`config.mk`:
```
export PLATFORM = sky130hd
export DESIGN_NAME = mrse_ram
export DESIGN_NICKNAME = d
export VERILOG_FILES = /design/src/rtl/mrse_ram.sv
export SDC_FILE = /design/constraint.sdc
export NUM_CORES = 1
export LEC_CHECK = 0
export CAP_MARGIN = 40
export CORE_MARGIN = 3
export CORE_UTILIZATION = 66
export DETAILED_ROUTE_END_ITERATION = 12
export DONT_BUFFER_PORTS = 1
export PLACE_DENSITY = 0.82
export SLEW_MARGIN = 20
export SYNTH_ARGS = -nofsm -noshare
export SYNTH_HDL_FRONTEND = slang
export SYNTH_SLANG_ARGS = --single-unit
```
`constraint.sdc`:
```
create_clock -name clk_i -period 5.5 [get_ports clk_i]
set_clock_uncertainty 0.05 [all_clocks]
set_input_delay 0.275 -clock clk_i [delete_from_list [all_inputs] [get_ports clk_i]]
set_output_delay 0.275 -clock clk_i [all_outputs]
set_load 0.05 [all_outputs]
```
`src/rtl/mrse_ram.sv`:
```
// Generic single-port-write, single-port-read RAM with registered read data.
// No dependencies.
module mrse_ram #(
  parameter int unsigned WIDTH = 8,
  parameter int unsigned DEPTH = 128
) (
  input  logic                     clk_i,
  input  logic                     we_i,
  input  logic [$clog2(DEPTH)-1:0] waddr_i,
  input  logic [WIDTH-1:0]         wdata_i,
  input  logic [$clog2(DEPTH)-1:0] raddr_i,
  output logic [WIDTH-1:0]         rdata_o
);
  logic [WIDTH-1:0] mem_q [DEPTH];

  always_ff @(posedge clk_i) begin
    if (we_i) begin
      mem_q[waddr_i] <= wdata_i;
    end
    rdata_o <= mem_q[raddr_i];
  end
endmodule

```
# Word-level counts from Yosys, hierarchy flattened
# Memory sizes are Yosys's and may differ from the RTL's. A register that Yosys moved wholly into a read port is not among the register bits.
# Index checks and enable logic that the tools add are counted.
# word_totals
ff_bits,0
ramBits,1024
out_inout_bits,8
wordCells,3
mem_count,1
# mem_list
memory,words,word_bits,read_ports,rd_ports_with_merged_regs,write_ports,line,source
mem_q,128,8,1,1,1,14,logic [WIDTH-1:0] mem_q [DEPTH];
# op_classes
mux,2
# ops
op,n
$mux W1,2

# Depth between registers and ports, before layout
# Gate-level depths: netlist of run 1.
# depth
ltp_word,2
ltp_mapped,7
ltp_nobuf,4

# Worst setup path after synthesis of run 1
# OpenSTA, ideal clock, no wires.
# synth_path
path_kind,input to register
startpoint,input port raddr_i[0]
endpoint,"register rdata_o[0], read port of mem_q"
setup_time_ps,121
t_arrival_ps,2658
required_ps,5329
path_slack_ps,2671
cell_stages,6
path_buffers,2
path_cell_list,clkbuf_1 -> buf_1 -> mux4_2 -> mux4_2 -> mux4_2 -> mux2_2
# synth_rtl
element,line,source
start: declaration,11,"input logic [$clog2(DEPTH)-1:0] raddr_i,"
end: declaration,12,output logic [WIDTH-1:0] rdata_o

==> flow_metrics.tcl, run 1 <==
set metrics [dict create \
    rsz0062_at_grt "false" \
    powerDensity_nw_per_um2 369 \
    antenna_found_initial 4 \
    drv_cap 0 \
    p_clk_frac 0.428 \
    layout_min_cycle_time_ns 3.19 \
    ios 32 \
    nets 1778 \
    root_buffer "clkbuf_16" \
    initial_core_util 0.670 \
    port_buffers 0 \
    wl_per_cell_microns 41.9 \
    setup_violations 0 \
    vias 19600 \
    hp-start "wdata_i[1]" \
    ys_seq_elements 1032 \
    clk_path_buf_depth 3 \
    nFillCells 2859 \
    die-area_sq_um 63100 \
    final_common_cell "edfxtp_1" \
    netlist_area_sq_um 39700 \
    worstPathRequired_ns 5.99 \
    core-area_sq_um 59200 \
    rr_startpoint "mem_q[103][0]$_DFFE_PP_" \
    grt_pass1_vias 20000 \
    worst_pin_slew_ns 0.881 \
    syn-instance-count 1635 \
    final-seq-area_sq_um 30900 \
    antenna_left 0 \
    p_comb_frac 0.041 \
    drive_gt1_frac 0.317 \
    outcome "finished with violations" \
    final_cell_mix "edfxtp_1, mux4_2, nor2_1" \
    path_cells "mux4_2 -> mux4_2 -> mux4_2 -> dlygate4sd3_1 -> mux2_2" \
    post-cts-setup-buffers 0 \
    syn_to_final_growth_pct 12.3 \
    p_leak_nw 13.8 \
    crit_path_frequent_cell "mux4_2" \
    crit_fanout 1 \
    drt_iter0_markers 3262 \
    clkSinkCount 1032 \
    grt_pass1_wl_microns 155000 \
    cts_made_buffers 95 \
    routed_wl_microns 109000 \
    p_int_mw 12.9 \
    grt_max_degree 257 \
    worstHoldEndpoint "mem_q[103][1]$_DFFE_PP_" \
    hold_path.class "in2reg" \
    die_x_microns 251 \
    reg2reg_depth 5 \
    swShare 0.218 \
    hold_depth 1 \
    dp.final_hpwl_microns 48500 \
    cts_htree_levels 3 \
    r2r-end "rdata_o[0]$_DFF_P_" \
    instances_no_fill 2611 \
    drc 0 \
    first_pass_iters 6 \
    worstSetupStartpointType "register" \
    arrival_ns 3.69 \
    die-height_microns 251 \
    grt_overflow 0 \
    rrSetupSlack_ns 2.31 \
    fin_setup_tns_ns 0 \
    ys_types 17 \
    yosysWarnings 0 \
    max_freq_ghz 0.313 \
    timing_hold_violations_final 15 \
    clkSlewWorstSetupHoldPaths_ns 0.08 \
    grt_usage 0.358 \
    place_inst 2355 \
    p_sw_mw 3.58 \
    multiInputGateArea_sq_um 8380 \
    critical-path-slowest-cell "mux4_2" \
    vdd_drop_max_mv 0.600 \
    seq_area_frac_synth 0.779 \
    fin_crit_sh 0.581 \
    cts_tree "yes" \
    p_seq_frac 0.532 \
    violations "hold timing" \
    syn_nets 1659 \
    holdWs_ns -0.0254 \
    clock_latency_ns 0.72 \
    rows 89 \
    max_slew_margin 0.411 \
    crit_type "reg2reg" \
    slew_viol_final 0 \
    place_congestion 0.824 \
    syn_area_per_cell_sq_um 24.3 \
    max_stage_delay_ns 0.60 \
    end_kind "register" \
    vias_per_cell 7.52 \
]
-- logic make-up (layout without fill, tap and decap cells) --
group	after synthesis	in the layout	synth area share
other	0	3	0
DFF	1032	1032	0.779
buffers and inverters	89	289	0.0101
and+or+nand+nor	170	170	0.0176
muxes	344	344	0.193
-- state kept, by name, indices dropped and copies added, names as in the netlist --
name,cells
mem_q,1024
rdata_o,8
-- through the flow --
stage	hold WS, ns	utilization	worst slack (ns)	total power [mW]	area, sq um
after floorplan	0.324	-	2.67	9.34	39700
after global placement	0.330	0.681	2.85	9.35	40300
after detailed placement	0.331	0.685	2.76	9.37	40600
after CTS	0.00987	0.744	2.38	16.3	44100
after global routing	0.00954	0.752	2.35	16.7	44500
final	-0.0254	0.752	2.31	16.4	44500
-- cell type report --
cell class                 count  area share
clock buffer                 116      0.0561
sequential                  1032       0.694
antenna                        3    0.000169
clock inverter                62      0.0154
tap                          773      0.0217
timing repair buffer         111      0.0244
multi-input combinational    514       0.188
-- Yosys cell counts, drive strengths merged --
master	count	area, sq um
nand2	14	52.6
mux4	336	7570
nand4	3	18.8
clkbuf	44	165
nor2b	7	43.8
nand2b	2	12.5
dfxtp	8	160
nor3	9	45.0
mux2	8	90.1
nand3	12	60.1
nor2	122	458
buf	45	236
or3	1	6.26
edfxtp	1024	30700
-- layer usage --
layer,up-vias,GRT usage,wire (microns)
li1,7249,-,-
met1,10100,0.452,33500
met2,1840,0.602,56000
met3,425,0.0820,12500
met4,2,0.177,7350
met5,-,0,10
-- power by group through the flow --
stage	combinational, mW	clock [mW]	sequential (mW)
after floorplan	0.439	0	8.90
after global placement	0.447	0	8.90
after detailed placement	0.460	0	8.91
after CTS	0.641	6.96	8.74
after global routing	0.676	7.28	8.74
final	0.672	7.03	8.74
-- worst max-delay path, delay by kind of cell (launching register included) --
family,cells,cell delay (ns)
buffers and inverters,1,0.57
DFF,1,0.47
muxes,4,1.93
-- how the worst max path moves through the flow --
stage                             from                     end  slack (ns)  depth (start not counted)
6_report       mem_q[103][0]$_DFFE_PP_      rdata_o[0]$_DFF_P_        2.31                          5
5_1_grt        mem_q[103][0]$_DFFE_PP_      rdata_o[0]$_DFF_P_        2.35                          5
4_1_cts        mem_q[103][0]$_DFFE_PP_      rdata_o[0]$_DFF_P_        2.38                          5
3_5_place_dp                      we_i  mem_q[46][7]$_DFFE_PP_        2.76                          4
3_3_place_gp                      we_i  mem_q[50][7]$_DFFE_PP_        2.85                          3
2_1_floorplan               raddr_i[0]      rdata_o[0]$_DFF_P_        2.67                          6
-- repair_timing --
| item | in CTS | in global routing |
|---|---|---|
| endpoints found under the hold margin | 1114 | 40 |
| gates resized for setup | 0 | 0 |
| hold buffers | 20 | 5 |
(Power assumes the default switching activity.)
==> run 2: changes to the inputs <==
- CORE_UTILIZATION: 66 -> 57
- PLACE_DENSITY: 0.82 -> 0.75
- clock period: 5.5 -> 2.62 ns (I/O delays scaled with it)
==> run 2 against run 1 <==
Compared with the run above:
- the run now ends clean
- wire length decreased by 18%
- clock-buffer cell count is 15 higher
- hold slack improved by 0.066 ns
==> flow_metrics.tcl, run 2 (synthesis results as in run 1) <==
set metrics [dict create \
    outcome "finished, final reports clean" \
    antenna_found_initial 3 \
    p_seq_frac 0.545 \
    reg.largest.list "mem_q x1024, rdata_o x8" \
    post-place-ws_ns 0.118 \
    reg2reg_depth 4 \
    routed_wl_microns 89600 \
    fin_setup_tns_ns 0 \
    antenna_left 0 \
    final_common_cell "edfxtp_1" \
    place_congestion 0.783 \
    drive_gt1_frac 0.338 \
    dp.final_hpwl_microns 47900 \
    p_comb_frac 0.041 \
    vias 18500 \
    p_clk_frac 0.414 \
    worstPathRequired_ns 3.10 \
    port_buffers 0 \
    crit_type "reg2reg" \
    crit_fanout 1 \
    grt_pass1_wl_microns 132000 \
    crit_path_end "rdata_o[1]$_DFF_P_" \
    worstSetupStartpointType "register" \
    post_cts_resized 0 \
    final-seq-area_sq_um 30900 \
    critPathLaunch "mem_q[95][1]$_DFFE_PP_" \
    vias_per_cell 6.52 \
    powerDensity_nw_per_um2 747 \
    vdd_drop_max_mv 0.603 \
    die-area_sq_um 72800 \
    r2r-end "rdata_o[1]$_DFF_P_" \
    fin_crit_sh 0.973 \
    core-area_sq_um 68700 \
    layout_min_cycle_time_ns 2.55 \
    initial_core_util 0.577 \
    slew_viol_final 0 \
    hold_path.class "in2reg" \
    cts_htree_levels 3 \
    grt_usage 0.252 \
    arrival_ns 3.03 \
    p_int_mw 26.9 \
    wl_per_cell_microns 31.6 \
    first_pass_iters 5 \
    max_slew_margin 0.273 \
    p_leak_nw 14.1 \
    utilization 0.657 \
    end_kind "register" \
    grt_pass1_vias 19100 \
    clkSinkCount 1032 \
    rr_startpoint "mem_q[95][1]$_DFFE_PP_" \
    nets 1842 \
    clkSlewWorstSetupHoldPaths_ns 0.06 \
    worst_pin_slew_ns 1.09 \
    cts_made_buffers 97 \
    rows 96 \
    drt_iter0_markers 2453 \
    finalWorstSetupSlack_ns 0.0697 \
    die_x_microns 270 \
    syn_to_final_growth_pct 13.8 \
    timing_hold_violations_final 0 \
    clock_latency_ns 0.65 \
    post-cts-setup-buffers 0 \
    max_freq_ghz 0.392 \
    grt_max_degree 257 \
    p_sw_mw 6.76 \
    multiInputGateArea_sq_um 8350 \
    largest_reg_flops 1024 \
    grt_overflow 0 \
    setup_violations 0 \
    drc 0 \
    rsz0062_at_grt "false" \
    nFillCells 4245 \
    clk_path_buf_depth 3 \
    ios 32 \
    die-height_microns 270 \
    cts_tree "yes" \
    rrSetupSlack_ns 0.07 \
    hold_buffers 29 \
    final_cell_mix "edfxtp_1, mux4_2, buf_4" \
    swShare 0.201 \
    root_buffer "clkbuf_16" \
    drv_cap 0 \
    largest-register "mem_q" \
]
run 2: how the worst min path moves through the flow:
stage / from / cells after the start / to
2_1_floorplan: wdata_i[0] / 0 / mem_q[0][0]$_DFFE_PP_
3_3_place_gp: wdata_i[6] / 0 / mem_q[119][6]$_DFFE_PP_
3_5_place_dp: wdata_i[6] / 0 / mem_q[118][6]$_DFFE_PP_
4_1_cts: waddr_i[0] / 3 / mem_q[85][0]$_DFFE_PP_
5_1_grt: waddr_i[0] / 3 / mem_q[85][0]$_DFFE_PP_
6_report: raddr_i[4] / 3 / rdata_o[2]$_DFF_P_
run 2: power groups by stage:
stage	logic (mW)	clock network (mW)	registers (mW)
CTS	1.36	14.2	18.4
floorplan	0.922	0	18.7
detailed placement	0.983	0	18.7
global placement	0.979	0	18.7
global route	1.41	14.8	18.4
finish	1.37	14.0	18.4
run 2: area by class of cell:
cell class                 instances  area share
multi-input combinational        514       0.185
tap                              931      0.0258
clock inverter                    49      0.0104
sequential                      1032       0.685
clock buffer                     131      0.0598
antenna                            3    0.000166
timing repair buffer             173      0.0339
run 2: routing by layer:
metal	GRT usage	wire, microns	vias to the layer above
met4	0.0895	3110	0
met3	0.0682	10200	162
met2	0.392	43400	1118
met1	0.351	32900	9810
met5	0	0	-
li1	-	-	7384
run 2: critical path, cell delays in order (launching register included):
cell and delay, ns:
edfxtp_1 0.40, mux4_2 0.52, mux4_2 0.54, mux4_2 0.62
mux2_2 0.30
run 2: through the flow:
step	instance area [sq um]	total power, mW	cells	hold slack [ns]
floorplan	39700	19.6	1635	0.180
global placement	41500	19.7	2618	0.186
detailed placement	41500	19.7	2618	0.187
CTS	45100	33.9	2827	0.00161
global route	45100	34.6	2830	0.0120
finish	45100	33.7	2833	0.0411
==> run 3: changes to the inputs <==
- CELL_PAD_IN_SITES_DETAIL_PLACEMENT: unset -> 1
- CELL_PAD_IN_SITES_GLOBAL_PLACEMENT: unset -> 1
- CORE_UTILIZATION: 57 -> 51
- PLACE_DENSITY: 0.75 -> unset
- PLACE_DENSITY_LB_ADDON: unset -> 0.1
==> run 3 against run 2 <==
Compared with the run above:
- first-iteration DRC count decreased by 32%
- critical path depth stayed put
- non-clock buffer count decreased by 2
- global-route usage down 1.7 points
- design area is 0.24% higher
- maximum frequency increased by 1.3%
- core utilization down 6.5 points
- clock power about the same
- wire length rose by 3.3%
- total power fell by 0.38%
==> flow_metrics.tcl, run 3 (synthesis results as in run 1) <==
set metrics [dict create \
    rr_startpoint "mem_q[94][1]$_DFFE_PP_" \
    multiInputGateArea_sq_um 8350 \
    crit_type "reg2reg" \
    rsz0062_at_grt "false" \
    end_kind "register" \
    clock_latency_ns 0.67 \
    worstPathRequired_ns 3.12 \
    root_buffer "clkbuf_16" \
    timing_hold_violations_final 0 \
    vias 17800 \
    outcome "finished, final reports clean" \
    fin_setup_tns_ns 0 \
    worstSetupStartpointType "register" \
    routed_wl_microns 92600 \
    first_pass_iters 7 \
    clkSlewWorstSetupHoldPaths_ns 0.06 \
    reg.largest.list "mem_q x1024, rdata_o x8" \
    place_congestion 0.736 \
    drc 0 \
    hold_path.class "in2reg" \
    wl_met3_microns 5720 \
    grt_overflow 0 \
    cts_tree "yes" \
    drt-met1-wl_microns 39400 \
    setup_violations 0 \
    holdWs_ns 0.0125 \
    final-seq-area_sq_um 30900 \
    core-area_sq_um 76500 \
    hold_depth 2 \
    die-area_sq_um 81200 \
    fin_crit_sh 0.961 \
    die-height_microns 285 \
    p_leak_nw 14.1 \
    grt_pass1_vias 18800 \
    worstHoldEndpoint "mem_q[123][3]$_DFFE_PP_" \
    final_cell_mix "edfxtp_1, mux4_2, buf_4" \
    post-cts-setup-buffers 0 \
    nFillCells 6116 \
    antenna_left 0 \
    worst_pin_slew_ns 1.25 \
    syn_to_final_growth_pct 14.1 \
    drive_gt1_frac 0.332 \
    ios 32 \
    hold_buffers 29 \
    max_slew_margin 0.168 \
    grt_pass1_wl_microns 136000 \
    post_cts_resized 0 \
    routed-wl-met2_microns 45900 \
    antenna_found_initial 4 \
    slew_viol_final 0 \
    rows 101 \
    vdd_drop_max_mv 0.588 \
    max_freq_ghz 0.397 \
    nets 1847 \
    vias_per_cell 6.05 \
    cts_made_buffers 104 \
    die_x_microns 285 \
    reg2reg_depth 4 \
    drv_cap 0 \
    highest-signal-layer "met5" \
    powerDensity_nw_per_um2 742 \
    wl_per_cell_microns 31.5 \
    dp.final_hpwl_microns 52000 \
    layout_min_cycle_time_ns 2.52 \
    clkSinkCount 1032 \
    initial_core_util 0.519 \
    largest-register "mem_q" \
    grt_usage 0.235 \
    port_buffers 0 \
    r2r-end "rdata_o[1]$_DFF_P_" \
    crit_fanout 1 \
    final_common_cell "edfxtp_1" \
    arrival_ns 3.02 \
    clk_path_buf_depth 3 \
    grt_max_degree 257 \
    rrSetupSlack_ns 0.10 \
    drt_iter0_markers 1677 \
    hp-start "waddr_i[3]" \
    largest_reg_flops 1024 \
    cts_htree_levels 3 \
]
## run 3: changes by cell type in the layout (fill, tap and decap cells not counted), sizes merged
| cell | change |
|---|---|
| buf | -4 |
| clkinvlp | -3 |
| diode | -2 |
| clkbuf | -11 |
| dlygate4sd3 | +2 |
| clkinv | +27 |
| inv | -1 |
| bufinv | -3 |
## run 3: how the worst max path moves through the flow
| stage | start | end | slack [ns] | cells after the start |
|---|---|---|---|---|
| 6_report | mem_q[94][1]$_DFFE_PP_ | rdata_o[1]$_DFF_P_ | 0.10 | 4 |
| 2_1_floorplan | raddr_i[0] | rdata_o[0]$_DFF_P_ | 0.03 | 7 |
| 5_1_grt | mem_q[90][1]$_DFFE_PP_ | rdata_o[1]$_DFF_P_ | 0.02 | 4 |
| 3_3_place_gp | raddr_i[0] | rdata_o[1]$_DFF_P_ | 0.09 | 4 |
| 3_5_place_dp | mem_q[95][1]$_DFFE_PP_ | rdata_o[1]$_DFF_P_ | 0.07 | 4 |
| 4_1_cts | mem_q[95][1]$_DFFE_PP_ | rdata_o[1]$_DFF_P_ | 0.06 | 4 |
## run 3: per-stage QoR
stage,area (sq um),std cells,power [mW],setup slack [ns],utilization
after global routing,45200,2936,34.6,0.0199,0.592
after CTS,45200,2931,33.9,0.0603,0.591
after global placement,41600,2712,19.7,0.0869,0.544
after detailed placement,41600,2713,19.7,0.0735,0.544
after floorplan,39700,1635,19.6,0.0282,-
final,45200,2937,33.6,0.102,0.592
## run 3: worst max-delay path, cell delays in order (launching register included)
cell and delay [ns]:
edfxtp_1 0.37, mux4_2 0.50, mux4_2 0.58, mux4_2 0.60
mux2_2 0.29
## run 3: final cells by class
cell class                 instances  share of cell area
tap                             1030              0.0285
timing repair buffer             171              0.0339
clock buffer                     120              0.0588
antenna                            1           0.0000553
clock inverter                    69              0.0108
multi-input combinational        514               0.185
sequential                      1032               0.683
## run 3: report_power, final
| group | internal (mW) | switching, mW |
|---|---|---|
| Combinational | 0.682 | 0.711 |
| Clock | 7.75 | 6.07 |
| Sequential | 18.2 | 0.119 |
## run 3: routing by layer
layer / up-vias / track usage
met5: - / 0
met4: 4 / 0.0489
met3: 112 / 0.0456
met2: 525 / 0.374
met1: 9716 / 0.345
li1: 7408 / -
